**src/rtl/core/bhpq_pkg.sv**
```systemverilog
`timescale 1ns / 1ps
// ----------------------------------------------------------------------------
// Binary heap priority queue package
// Transaction types, operation and status codes shared by the block's files.
// ----------------------------------------------------------------------------
package bhpq_pkg;

    localparam int KEY_FIELD_W   = 32;
    localparam int COUNT_FIELD_W = 11;
    localparam int CMD_QUEUE_DEPTH    = 2;
    localparam int RESULT_QUEUE_DEPTH = 2;

    localparam logic [1:0] OP_PUSH  = 2'd0;
    localparam logic [1:0] OP_POP   = 2'd1;
    localparam logic [1:0] OP_CLEAR = 2'd2;

    localparam logic [1:0] STATUS_OK    = 2'd0;
    localparam logic [1:0] STATUS_EMPTY = 2'd1;
    localparam logic [1:0] STATUS_FULL  = 2'd2;

    typedef enum logic [1:0] {
        CMD_PUSH,
        CMD_POP,
        CMD_CLEAR,
        CMD_NOP
    } cmd_kind_t;

    typedef struct packed {
        logic [1:0]                     op;
        logic signed [KEY_FIELD_W-1:0]  key_value;
    } request_t;

    typedef struct packed {
        logic signed [KEY_FIELD_W-1:0]  popped_value;
        logic [1:0]                     status;
        logic signed [KEY_FIELD_W-1:0]  top_value;
        logic                           top_valid;
        logic [COUNT_FIELD_W-1:0]       element_count;
    } response_t;

    typedef struct packed {
        cmd_kind_t              kind;
        logic [KEY_FIELD_W-1:0] key;
    } cmd_t;

endpackage

```
**src/rtl/core/bhpq_fifo.sv**
```systemverilog
`timescale 1ns / 1ps
// ----------------------------------------------------------------------------
// Small register queue
// Holds a few transactions so that producer and consumer stall independently.
// ----------------------------------------------------------------------------
module bhpq_fifo #(
    parameter int WIDTH = 8,
    parameter int DEPTH = 2
) (
    input  logic             clk,
    input  logic             rst_n,
    input  logic             push,
    input  logic [WIDTH-1:0] wdata,
    output logic             full,
    input  logic             pop,
    output logic [WIDTH-1:0] rdata,
    output logic             empty
);

    localparam int PW = (DEPTH > 1) ? $clog2(DEPTH) : 1;
    localparam int LW = $clog2(DEPTH + 1);

    logic [WIDTH-1:0] slots_reg [DEPTH];
    logic [PW-1:0]    wr_ptr_reg;
    logic [PW-1:0]    rd_ptr_reg;
    logic [LW-1:0]    level_reg;
    logic             do_push;
    logic             do_pop;

    assign full    = (level_reg == LW'(DEPTH));
    assign empty   = (level_reg == '0);
    assign do_push = push && !full;
    assign do_pop  = pop && !empty;
    assign rdata   = slots_reg[rd_ptr_reg];

    always_ff @(posedge clk or negedge rst_n)
    begin
        if (!rst_n)
        begin
            wr_ptr_reg <= '0;
            rd_ptr_reg <= '0;
            level_reg  <= '0;
        end
        else
        begin
            if (do_push)
            begin
                slots_reg[wr_ptr_reg] <= wdata;
                wr_ptr_reg <= (wr_ptr_reg == PW'(DEPTH - 1)) ? '0 : wr_ptr_reg + PW'(1);
            end
            if (do_pop)
            begin
                rd_ptr_reg <= (rd_ptr_reg == PW'(DEPTH - 1)) ? '0 : rd_ptr_reg + PW'(1);
            end
            if (do_push && !do_pop)
            begin
                level_reg <= level_reg + LW'(1);
            end
            else if (do_pop && !do_push)
            begin
                level_reg <= level_reg - LW'(1);
            end
        end
    end

endmodule

```
**src/rtl/core/bhpq_front.sv**
```systemverilog
`timescale 1ns / 1ps
// ----------------------------------------------------------------------------
// Binary heap priority queue front end
// Accepts request transactions, decodes the operation and queues commands.
// ----------------------------------------------------------------------------
module bhpq_front (
    input  logic              clk,
    input  logic              rst_n,
    input  logic              push,
    input  bhpq_pkg::request_t request,
    output logic              full,
    output logic              cmd_valid,
    output bhpq_pkg::cmd_t    cmd,
    input  logic              cmd_pop
);

    import bhpq_pkg::*;

    cmd_t decoded;
    logic cmd_empty;

    always_comb
    begin
        decoded.key = request.key_value;
        unique case (request.op)
            OP_PUSH:  decoded.kind = CMD_PUSH;
            OP_POP:   decoded.kind = CMD_POP;
            OP_CLEAR: decoded.kind = CMD_CLEAR;
            default:  decoded.kind = CMD_NOP;
        endcase
    end

    bhpq_fifo #(
        .WIDTH ($bits(cmd_t)),
        .DEPTH (CMD_QUEUE_DEPTH)
    ) u_cmd_queue (
        .clk   (clk),
        .rst_n (rst_n),
        .push  (push),
        .wdata (decoded),
        .full  (full),
        .pop   (cmd_pop),
        .rdata (cmd),
        .empty (cmd_empty)
    );

    assign cmd_valid = !cmd_empty;

endmodule

```
**config.mk**
```make
export PLATFORM = sky130hd
export DESIGN_NAME = bhpq_front
export DESIGN_NICKNAME = d
export VERILOG_FILES = /design/src/rtl/core/bhpq_pkg.sv /design/src/rtl/core/bhpq_fifo.sv /design/src/rtl/core/bhpq_front.sv
export SDC_FILE = /design/constraint.sdc
export NUM_CORES = 1
export LEC_CHECK = 0
export BUFFER_PORTS_ARGS = -buffer_cell sky130_fd_sc_hd__buf_2
export CAP_MARGIN = 15
export CORE_ASPECT_RATIO = 1.75
export CORE_MARGIN = 5
export CORE_UTILIZATION = 35
export DETAILED_ROUTE_END_ITERATION = 10
export SETUP_SLACK_MARGIN = 0.15
export SYNTH_ARGS = -nofsm -noshare
export SYNTH_HDL_FRONTEND = slang
export SYNTH_HIERARCHICAL = 1
export SYNTH_SLANG_ARGS = --single-unit
export TNS_END_PERCENT = 100
```
**constraint.sdc**
```tcl
create_clock -name clk -period 3 [get_ports clk]
set_input_delay 0 -clock clk [delete_from_list [all_inputs] [get_ports clk]]
set_output_delay 0 -clock clk [all_outputs]
set_load 0.02 [all_outputs]
```
==> flow_summary_export.csv <==
group,metric,value,unit
global_route,met1_usage,11.4,%
place,io_buffers,73,
synthesis,synthArstFlopShare,5.56,%
pwr,p_leak,0.00159,uW
synthesis,synth.most_common_cell,"edfxtp_1",
clock_network,cts.sinks,72,
critical_path,cp.required,2.94,ns
clock_network,ctsHoldBuffers,36,
global_route,grt_usage,11.1,%
routing,drt-wirelength-per-cell,15.2,um
critical_path,reg2reg_to,"u_cmd_queue/slots_reg[1][31]",
clock_network,htree_levels,3,
min_path,hold_path.class,"input port to async pin",
synthesis,synth-simple-area-share,1.81,%
critical_path,ff2ff_setup_slack,1.14,ns
critical_path,crit_start,"u_cmd_queue/level_reg[0]",
synthesis,muxShareOfSynthArea,17.3,%
clock_network,insertion_delay,0.32,ns
synthesis,synth_fp_nets,167,
routing,dr_total_vias,1503,
global_route,grt_pass1_wl,8310,um
routing,first_pass_iters,2,
synthesis,syn_inst,128,
finish,final_layout_size_suffix_gt1_share,51.6,%
critical_path,critPathMaxFanout,34,
die,core_region_area,7910,sq um
synthesis,synth_top_area_share,72.0,%
routing,totalWireLength,5180,um
synthesis,synth_compound_area_share,0.176,%
global_route,grt_max_degree,35,
timing,period_minus_slack,1.86,ns
die,die_x,78.1,um
timing,maxSlewHeadroom,43.3,%
synthesis,netlist_top_cells_area,"edfxtp_1 72%, mux2_4 15%, dfrtp_1 3.5%",
synthesis,ys_seq_area_share,75.5,%
timing,setup_viol,0,
synthesis,avgSynthCellArea,22.2,sq um
timing,fmax,539,MHz
place,finalWeightedCongestion,0.685,
timing,tightest_slew,0.850,ns
finish,final_nets,285,
die,rows,43,
synthesis,synth_area,2840,sq um
synthesis,synth_top_family_by_area,"multiplexers",
clock_network,clock_path_buffers,2,
clock_network,clkTransAtPathRegs,0.05,ns
critical_path,arrival,1.80,ns
pwr,powerDensity,874,nW/um^2
critical_path,cp-start-kind,"flip-flop",
synthesis,synth_top_cell_by_area,"edfxtp_1",
critical_path,path_class,"flip-flop to flip-flop",
global_route,use_met2,18.8,%
timing,fin_ws,1.14,ns
global_route,grt_overflow_total,0,
die,start_util,35.9,%
synthesis,synthXorXnorAreaFrac,1.54,%
clock_network,cts_tree,"built",
critical_path,r2r-start,"u_cmd_queue/level_reg[0]",
routing,ant_nets,0,
global_route,met3_usage,3.76,%
pwr,irDropWorstVdd,517,uV
die,die_area,10100,sq um
die,ios,74,
timing,skew,0.00277,ns
timing,slew_violations,0,
timing,rsz0062_at_grt,"no",
clock_network,numCtsBuffers,9,
timing,hold_viol,0,
flow_run,cap_violations,0,
synthesis,synth_enable_flop_cells,68,
critical_path,endpoint_kind,"flip-flop",
finish,largest_reg_flops,68,
clock_network,cts-root-buf,"clkbuf_16",
run_status,status,"complete, no violations",
timing,setup_tns,0,ns
clock_network,post_cts_buffers,0,
timing,whs,0.0240,ns
synthesis,synth.distinct_cells,18,
place,dp_hpwl,3400,um
global_route,antenna_found_initial,0,
global_route,grt-busiest-layer,"met2",
clock_network,cts_resized,0,
die,die_h,129,um
synthesis,yosysWarnings,6,
finish,syn_to_final_growth,38.0,%
routing,viasPerCell,4.41,
synthesis,synthFlopType,"edfxtp_1",
timing,period_share,61.9,%
synthesis,synth_adder_area_share,0.441,%
routing,drtIter0Drc,67,
place,pre_cts_slack,1.11,ns
critical_path,crit_path_end,"u_cmd_queue/slots_reg[1][31]",
critical_path,reg2reg_depth,4,
routing,drc,0,
finish,fillers,675,
synthesis,ys_ff_latch,72,
synthesis,synth_common_cells,"68 x edfxtp_1, 29 x mux2_4, 5 x mux2_2",
global_route,grt_pass1_vias,1631,
==> metal layers <==
| layer | part of all wire (%) | routed length, um |
|---|---|---|
| met1 | 36 | 1840 |
| met2 | 55 | 2860 |
| met3 | 4.9 | 255 |
| met4 | 4.3 | 222 |
| met5 | 0 | 0 |
==> per-stage QoR <==
stage	std cells	util, %	instance area (sq um)	total power, uW
after floorplan	128	-	2840	2230
after global placement	289	41.4	3270	2440
after detailed placement	289	41.4	3270	2460
after CTS	340	49.5	3910	3480
after global routing	340	49.5	3910	3590
final	341	49.5	3910	3420
==> worst min-delay path by stage <==
| stage | startpoint | endpoint | slack [ns] | cells after the start |
|---|---|---|---|---|
| 2_1_floorplan | rst_n | u_cmd_queue/level_reg[0] | -0.30 | 0 |
| 3_3_place_gp | rst_n | u_cmd_queue/level_reg[0] | -0.18 | 1 |
| 3_5_place_dp | rst_n | u_cmd_queue/level_reg[0] | -0.17 | 1 |
| 4_1_cts | rst_n | u_cmd_queue/rd_ptr_reg | 0.01 | 2 |
| 5_1_grt | rst_n | u_cmd_queue/level_reg[0] | 0.03 | 2 |
| 6_report | rst_n | u_cmd_queue/rd_ptr_reg | 0.02 | 2 |
==> power by group <==
part / leakage (uW) / internal (uW) / switching (uW) / total (uW)
Clock: 0.000138 / 626 / 349 / 974
Sequential: 0.000667 / 1260 / 88.0 / 1350
Combinational: 0.000786 / 525 / 570 / 1090
Total: 0.00159 / 2420 / 1010 / 3420
==> final cells by class <==
type                            instances  area [sq um]  share of cell area, %
Clock inverter                          6          51.3                   1.31
Antenna cell                            1          2.50                 0.0639
Inverter                                3          11.3                  0.288
Clock buffer                            9           225                   5.75
Timing Repair Buffer                  113           756                   19.3
Sequential cell                        72          2140                   54.8
Multi-Input combinational cell         47           612                   15.6
Tap cell                               90           113                   2.88
==> logic make-up after synthesis <==
kind of cell,after synthesis
flip-flops,72
multiplexers,34
buffers and inverters,9
AND/OR/NAND/NOR,6
XOR/XNOR,5
AO/OA/AOI/OAI,1
adder cells (fa/ha/maj),1
==> cell usage in the layout (no fill, tap or decap), types with 2 or more instances in the layout <==
master and n:
buf_2 73, buf_4 4, clkbuf_16 9, clkinv_1 3
clkinv_2 2, dfrtp_1 3, dlygate4sd3_1 36, edfxtp_1 68
inv_1 2, mux2_2 5, mux2_4 29, nor2_1 2
xnor2_1 3, xor2_1 2
==> worst max-delay path, cell delays in order, from the launching register on <==
cell and delay (ns):
dfrtp_1 0.42, nand2b_4 0.17, nand2_4 0.07, inv_2 0.05
and3_2 0.75
Note: power is estimated with default switching activity, not from simulation.
