[src/rtl/core/bhpq_fifo.sv]
`timescale 1ns / 1ps
// ----------------------------------------------------------------------------
// Small register queue
// Holds a few transactions so that producer and consumer stall independently.
// ----------------------------------------------------------------------------
module bhpq_fifo #(
    parameter int WIDTH = 8,
    parameter int DEPTH = 2
) (
    input  logic             clk,
    input  logic             rst_n,
    input  logic             push,
    input  logic [WIDTH-1:0] wdata,
    output logic             full,
    input  logic             pop,
    output logic [WIDTH-1:0] rdata,
    output logic             empty
);

    localparam int PW = (DEPTH > 1) ? $clog2(DEPTH) : 1;
    localparam int LW = $clog2(DEPTH + 1);

    logic [WIDTH-1:0] slots_reg [DEPTH];
    logic [PW-1:0]    wr_ptr_reg;
    logic [PW-1:0]    rd_ptr_reg;
    logic [LW-1:0]    level_reg;
    logic             do_push;
    logic             do_pop;

    assign full    = (level_reg == LW'(DEPTH));
    assign empty   = (level_reg == '0);
    assign do_push = push && !full;
    assign do_pop  = pop && !empty;
    assign rdata   = slots_reg[rd_ptr_reg];

    always_ff @(posedge clk or negedge rst_n)
    begin
        if (!rst_n)
        begin
            wr_ptr_reg <= '0;
            rd_ptr_reg <= '0;
            level_reg  <= '0;
        end
        else
        begin
            if (do_push)
            begin
                slots_reg[wr_ptr_reg] <= wdata;
                wr_ptr_reg <= (wr_ptr_reg == PW'(DEPTH - 1)) ? '0 : wr_ptr_reg + PW'(1);
            end
            if (do_pop)
            begin
                rd_ptr_reg <= (rd_ptr_reg == PW'(DEPTH - 1)) ? '0 : rd_ptr_reg + PW'(1);
            end
            if (do_push && !do_pop)
            begin
                level_reg <= level_reg + LW'(1);
            end
            else if (do_pop && !do_push)
            begin
                level_reg <= level_reg - LW'(1);
            end
        end
    end

endmodule

[config.mk]
export PLATFORM = sky130hd
export DESIGN_NAME = bhpq_fifo
export DESIGN_NICKNAME = d
export VERILOG_FILES = /design/src/rtl/core/bhpq_fifo.sv
export SDC_FILE = /design/constraint.sdc
export NUM_CORES = 1
export LEC_CHECK = 0
export ABC_AREA = 1
export BUFFER_PORTS_ARGS = -buffer_cell sky130_fd_sc_hd__buf_4
export CAP_MARGIN = 20
export CORE_MARGIN = 1
export CORE_UTILIZATION = 40
export DETAILED_ROUTE_END_ITERATION = 7
export GPL_ROUTABILITY_DRIVEN = 0
export SKIP_LAST_GASP = 1
export SLEW_MARGIN = 30
export SYNTH_ARGS = -nofsm -noshare
export SYNTH_HDL_FRONTEND = slang
export SYNTH_SLANG_ARGS = --single-unit
[constraint.sdc]
create_clock -name clk -period 5.12 [get_ports clk]
set_clock_uncertainty 0.15 [all_clocks]
set_input_delay 0.768 -clock clk [delete_from_list [all_inputs] [get_ports clk]]
set_output_delay 0.768 -clock clk [all_outputs]
set_load 0.05 [all_outputs]
==> results of run 1 <==
through the flow:
step                hold WS (ps)  total power, W  instance area, um^2  std cells  worst slack, ps
finish                       104        0.000629                 1040        125             2880
global route                82.1        0.000670                 1040        125             2780
CTS                         95.7        0.000633                 1040        125             2860
detailed placement           326        0.000562                 1010        121             2690
global placement             324        0.000555                 1010        121             2810
floorplan                    299        0.000471                  825         74             3090
layout by cell type, fill, tap and decap left out:
cell,instances
nor3_2,1
nor2_4,1
ha_1,1
nor2_2,2
buf_4,21
clkinv_1,1
dfrtp_1,4
xnor2_1,1
inv_1,7
edfxtp_1,16
inv_2,1
o21ai_1,1
nand4_1,1
nor2_1,1
clkbuf_4,3
nand3_1,1
nand3b_1,1
o21ai_0,1
nand2_1,32
nand2_2,1
Yosys cell counts:
cell type	number	area [um^2]
buf_2	1	5.00
inv_2	1	3.75
nor2_2	2	12.5
edfxtp_1	16	480
o21ai_1	1	5.00
nor2_1	1	3.75
nor3_1	1	5.00
inv_1	7	26.3
nand4_1	1	6.26
nand3b_1	1	7.51
nand2_1	32	120
nand3_1	1	5.00
ha_1	1	12.5
nor2_4	1	11.3
nand2_2	1	6.26
xnor2_1	1	8.76
dfrtp_1	4	100
o21ai_0	1	5.00
worst register-to-register path, delay by kind of cell, from the launching register on:
family                 cells  cell delay (ps)
buffers and inverters      1              120
AND/OR/NAND/NOR            1              530
flip-flops                 1              430
AO/OA/AOI/OAI              1               90
layout make-up:
cell class,instances,area share [%]
inverter,8,2.88
sequential,20,55.7
multi-input combinational,45,20.5
timing repair buffer,21,15.1
tap,27,3.24
clock buffer,3,2.16
clock inverter,1,0.360
cell families (layout without fill, tap and decap cells):
logic type / after synthesis / in the layout / share of synthesized area [%]
XOR/XNOR: 1 / 1 / 1.06
buffers and inverters: 9 / 33 / 4.25
adder cells (fa/ha/maj): 1 / 1 / 1.52
flip-flops: 20 / 20 / 70.4
AND/OR/NAND/NOR: 41 / 41 / 21.5
AO/OA/AOI/OAI: 2 / 2 / 1.21
routing by layer:
| metal | vias up | GRT usage, % |
|---|---|---|
| li1 | 285 | - |
| met1 | 254 | 16.3 |
| met2 | 16 | 21.6 |
| met3 | 2 | 4.62 |
| met4 | 0 | 6.86 |
| met5 | - | 0 |
where the power goes:
part | internal [W] | total [W] | switching [W] | leakage [nW]
Clock | 0.0000283 | 0.0000718 | 0.0000435 | 0.0154
Sequential | 0.000210 | 0.000240 | 0.0000297 | 0.194
Combinational | 0.0000937 | 0.000317 | 0.000223 | 0.265
worst paths after layout:
path | endpoint | slack [ps] | cells after the start
setup / recovery | rdata[2] | 2880 | 4
hold / removal | wr_ptr_reg$_DFFE_PN0P_ | 100 | 1
setup reg to reg | slots_reg[1][4]$_DFFE_PP_ | 3450 | 3
hold reg to reg | wr_ptr_reg$_DFFE_PN0P_ | 360 | 2
max in group asynchronous | rd_ptr_reg$_DFFE_PN0P_ | 4610 | 1
min in group clk | wr_ptr_reg$_DFFE_PN0P_ | 360 | 2
==> results.toml, run 1 <==
[synthesis]
syn_area_um2 = 825
synth_area_per_cell_um2 = 11.1
seq_area_frac_synth_pct = 70.4
yosysWarnings = 0
synth_seq_cells = 20
synth.distinct_cells = 18
syn-num-nets = 87
synth_cells = 74

[timing]
drv_slew = 0
tightestPinTransition_ps = 667
min_period_ps = 2240
rsz0062_at_grt = "false"
slew_headroom_pct = 55.3
timing.fmax_mhz = 446
tns_ps = 0
report.final.hold_viol_count = 0
fin_crit_sh_pct = 43.7
finalSetupViolCount = 0

[detailed_routing]
vias = 557
wl_met2_um = 665
antenna_left = 0
dr.pass1.iters = 4
drc_errors = 0
top_layer = "met4"
vias_per_cell = 4.46
drt-initial-drc-count = 7
wl_per_cell_um = 10.7
routed_wl_um = 1340
dr_wl_met3_um = 62
wl_met1_um = 595

[worst_setup_path]
path_max_fanout = 10
crit_family = "flip-flops"
cp_data_required_time_ps = 4200
crit_type = "flip-flop to output port"
cpPeakStageDelay_ps = 510
critPathMostFrequentCell = "nand2_1"
r2r_start = "level_reg[1]$_DFFE_PN0P_"
critPathCaptureType = "output port"
crit_buf_inv = 2
crit_arrival_ps = 1320
crit_slowest_cell = "dfrtp_1"
crit_start = "rd_ptr_reg$_DFFE_PN0P_"
crit_chain = "inv_2 -> nand2_1 -> nand2_1 -> buf_4"
startpoint_type = "flip-flop"

[pwr]
p_per_area_nw_per_um2 = 603
leakagePower_nw = 0.474
ir_drop_v = 0.000369

[cells_and_area]
multiInputGateArea_um2 = 214
final_util_pct = 53.7
area_growth_pct = 26.4
antenna_cells = 0
seq_area_um2 = 581
fillers = 178
largest_reg_flops = 16
drive_gt1_share_pct = 30.6
nNetsFinal = 112

[grt]
track_usage_pct = 13.6
grt_pass1_vias = 468
grt_pass1_wl_um = 1960
grt_max_degree = 12
overflow = 0
antenna_found_initial = 0

[floorplanning]
fp.dieH_um = 47.4
coreArea_um2 = 1940
die_w_um = 47.4
pin_count = 22
num_rows = 16
initial_core_util_pct = 42.5
die_area_um2 = 2250

[cts]
insertion_delay_ps = 290
cts.hold.buffers_added = 0
cts.sinks = 20
cts_buffer_depth = 2
cts-root-buf = "clkbuf_4"
ctsHtreeMaxLevel = 1
cts_buffers = 3
path_clk_slew_ps = 100
postCtsResizedCells = 0
cts_tree = "done"
cts_setup_buffers = 0

[placement]
io_buffers = 21
dp_hpwl_um = 997

[outcome]
status = "complete, no violations"

[job]
maxCapViolCount = 0

[min_path]
hold_class = "input port to asynchronous set/reset pin"
Note: power is estimated with default switching activity, not from simulation.
==> run 2: changes to the inputs <==
PLACE_DENSITY = 0.66   (was unset)
clock period = 1.9 ns   (was 5.12 ns; I/O delays follow)
==> run 2 against run 1 <==
Compared with the run above:
- sequential share of layout area is 2.4 points lower
- die area stayed put
- first-iteration DRC count is 14% lower
- core utilization is 2.4 points higher
- critical path depth stayed put
- highest routed layer unchanged
- combinational power grew to 2.7 times the previous value
- register-to-register slack worse by 3100 ps
- global-route usage is 1.1 points lower
- hold slack worse by 82 ps
- cell count is 2.4% higher
==> results.toml, run 2 (synthesis results as in run 1) <==
[min_path]
hold_end = "slots_reg[1][4]$_DFFE_PP_"
min_from = "wdata[4]"
hold_class = "input port to flip-flop"
hold_path_depth = 1

[cts]
ctsHtreeMaxLevel = 1
postCtsResizedCells = 0
insertion_delay_ps = 280
cts_buffer_depth = 2
cts-root-buf = "clkbuf_4"
cts.sinks = 20
path_clk_slew_ps = 110
cts_tree = "done"
cts_setup_buffers = 0
cts_buffers = 3

[grt]
track_usage_pct = 12.5
grt_max_degree = 13
grt_pass1_wl_um = 1860
antenna_found_initial = 0
overflow = 0
grt_pass1_vias = 453

[floorplanning]
num_rows = 16
die_w_um = 47.4
initial_core_util_pct = 42.5
die_area_um2 = 2250
pin_count = 22
fp.dieH_um = 47.4
coreArea_um2 = 1940

[cells_and_area]
stdcell_area_um2 = 1090
final_cell_mix = "32 x nand2_1, 23 x buf_4, 16 x edfxtp_1"
antenna_cells = 0
multiInputGateArea_um2 = 209
fillers = 165
nNetsFinal = 115
largest_reg_flops = 16
seq_area_um2 = 581
drive_gt1_share_pct = 31.7
area_growth_pct = 32.0
final_common_cell = "nand2_1"

[worst_setup_path]
startpoint_type = "flip-flop"
crit_type = "flip-flop to output port"
r2r_start = "level_reg[0]$_DFFE_PN0P_"
critPathCaptureType = "output port"
r2r_cells = 6
r2r_slack_ps = 320
crit_arrival_ps = 1340
path_max_fanout = 10
crit_start = "rd_ptr_reg$_DFFE_PN0P_"
cp_data_required_time_ps = 1460
regToRegEndpoint = "level_reg[1]$_DFFE_PN0P_"

[timing]
min_period_ps = 1780
timing.fmax_mhz = 563
tightestPinTransition_ps = 394
finalSetupViolCount = 0
report.final.hold_viol_count = 0
fin_crit_sh_pct = 93.5
rsz0062_at_grt = "false"
slew_headroom_pct = 73.7
tns_ps = 0
drv_slew = 0

[pwr]
leakagePower_nw = 0.501
p_per_area_nw_per_um2 = 1690
ir_drop_v = 0.00101

[job]
maxCapViolCount = 0

[detailed_routing]
dr.pass1.iters = 3
antenna_left = 0
drt-initial-drc-count = 6
wl_per_cell_um = 10.3
routed_wl_um = 1310
vias_per_cell = 4.37
drc_errors = 0
vias = 559

[placement]
io_buffers = 21
dp_hpwl_um = 990
placed_area_um2 = 1030

[outcome]
status = "complete, no violations"
## run 2: area by class of cell
| class | count | area share (%) |
|---|---|---|
| clock inverters | 1 | 2.76 |
| flip-flops and latches | 20 | 53.3 |
| clock buffers | 3 | 2.07 |
| inverters | 8 | 2.76 |
| well taps | 27 | 3.10 |
| multi-input cells | 45 | 19.2 |
| repair buffers | 24 | 16.8 |
## run 2: how the worst max path moves through the flow
stage                                    end  slack [ps]  cells after the start
finish                              rdata[0]         120                      4
floorplan           level_reg[1]$_DFFE_PN0P_          70                      7
detailed placement  level_reg[1]$_DFFE_PN0P_         340                      6
global placement    level_reg[1]$_DFFE_PN0P_         340                      6
global route                        rdata[1]          20                      4
CTS                                 rdata[0]          90                      4
## run 2: timing repair
action	CTS	global route
endpoints found under the setup margin	0	0
hold buffers	1	0
endpoints found under the hold margin	4	0
## run 2: through the flow
step	util, %	power, W	cells	worst slack, ps	hold slack (ps)
after global routing	56.1	0.00194	128	21.3	11.3
after floorplan	-	0.00127	74	74.0	-161
final	56.1	0.00184	128	123	22.2
after CTS	56.1	0.00186	128	85.1	15.0
after global placement	52.8	0.00151	123	345	-60.8
after detailed placement	52.8	0.00152	123	338	-59.0
## run 2: layer usage
metal / track usage, % / routed length [um]
met1: 14.9 / 603
met3: 2.31 / 31
met2: 21.1 / 661
met5: 0 / 0
met4: 6.86 / 17
## run 2: where the power goes
group / switching (W) / internal [W]
logic: 0.000602 / 0.000261
clock network: 0.000122 / 0.000213
registers: 0.0000762 / 0.000566
total: 0.000800 / 0.00104
## run 2: critical path, cell delays in order, from the launching register on
cell     delay, ps
dfrtp_1        570
inv_2          160
nand2_1         90
nand2_1         50
buf_4          180
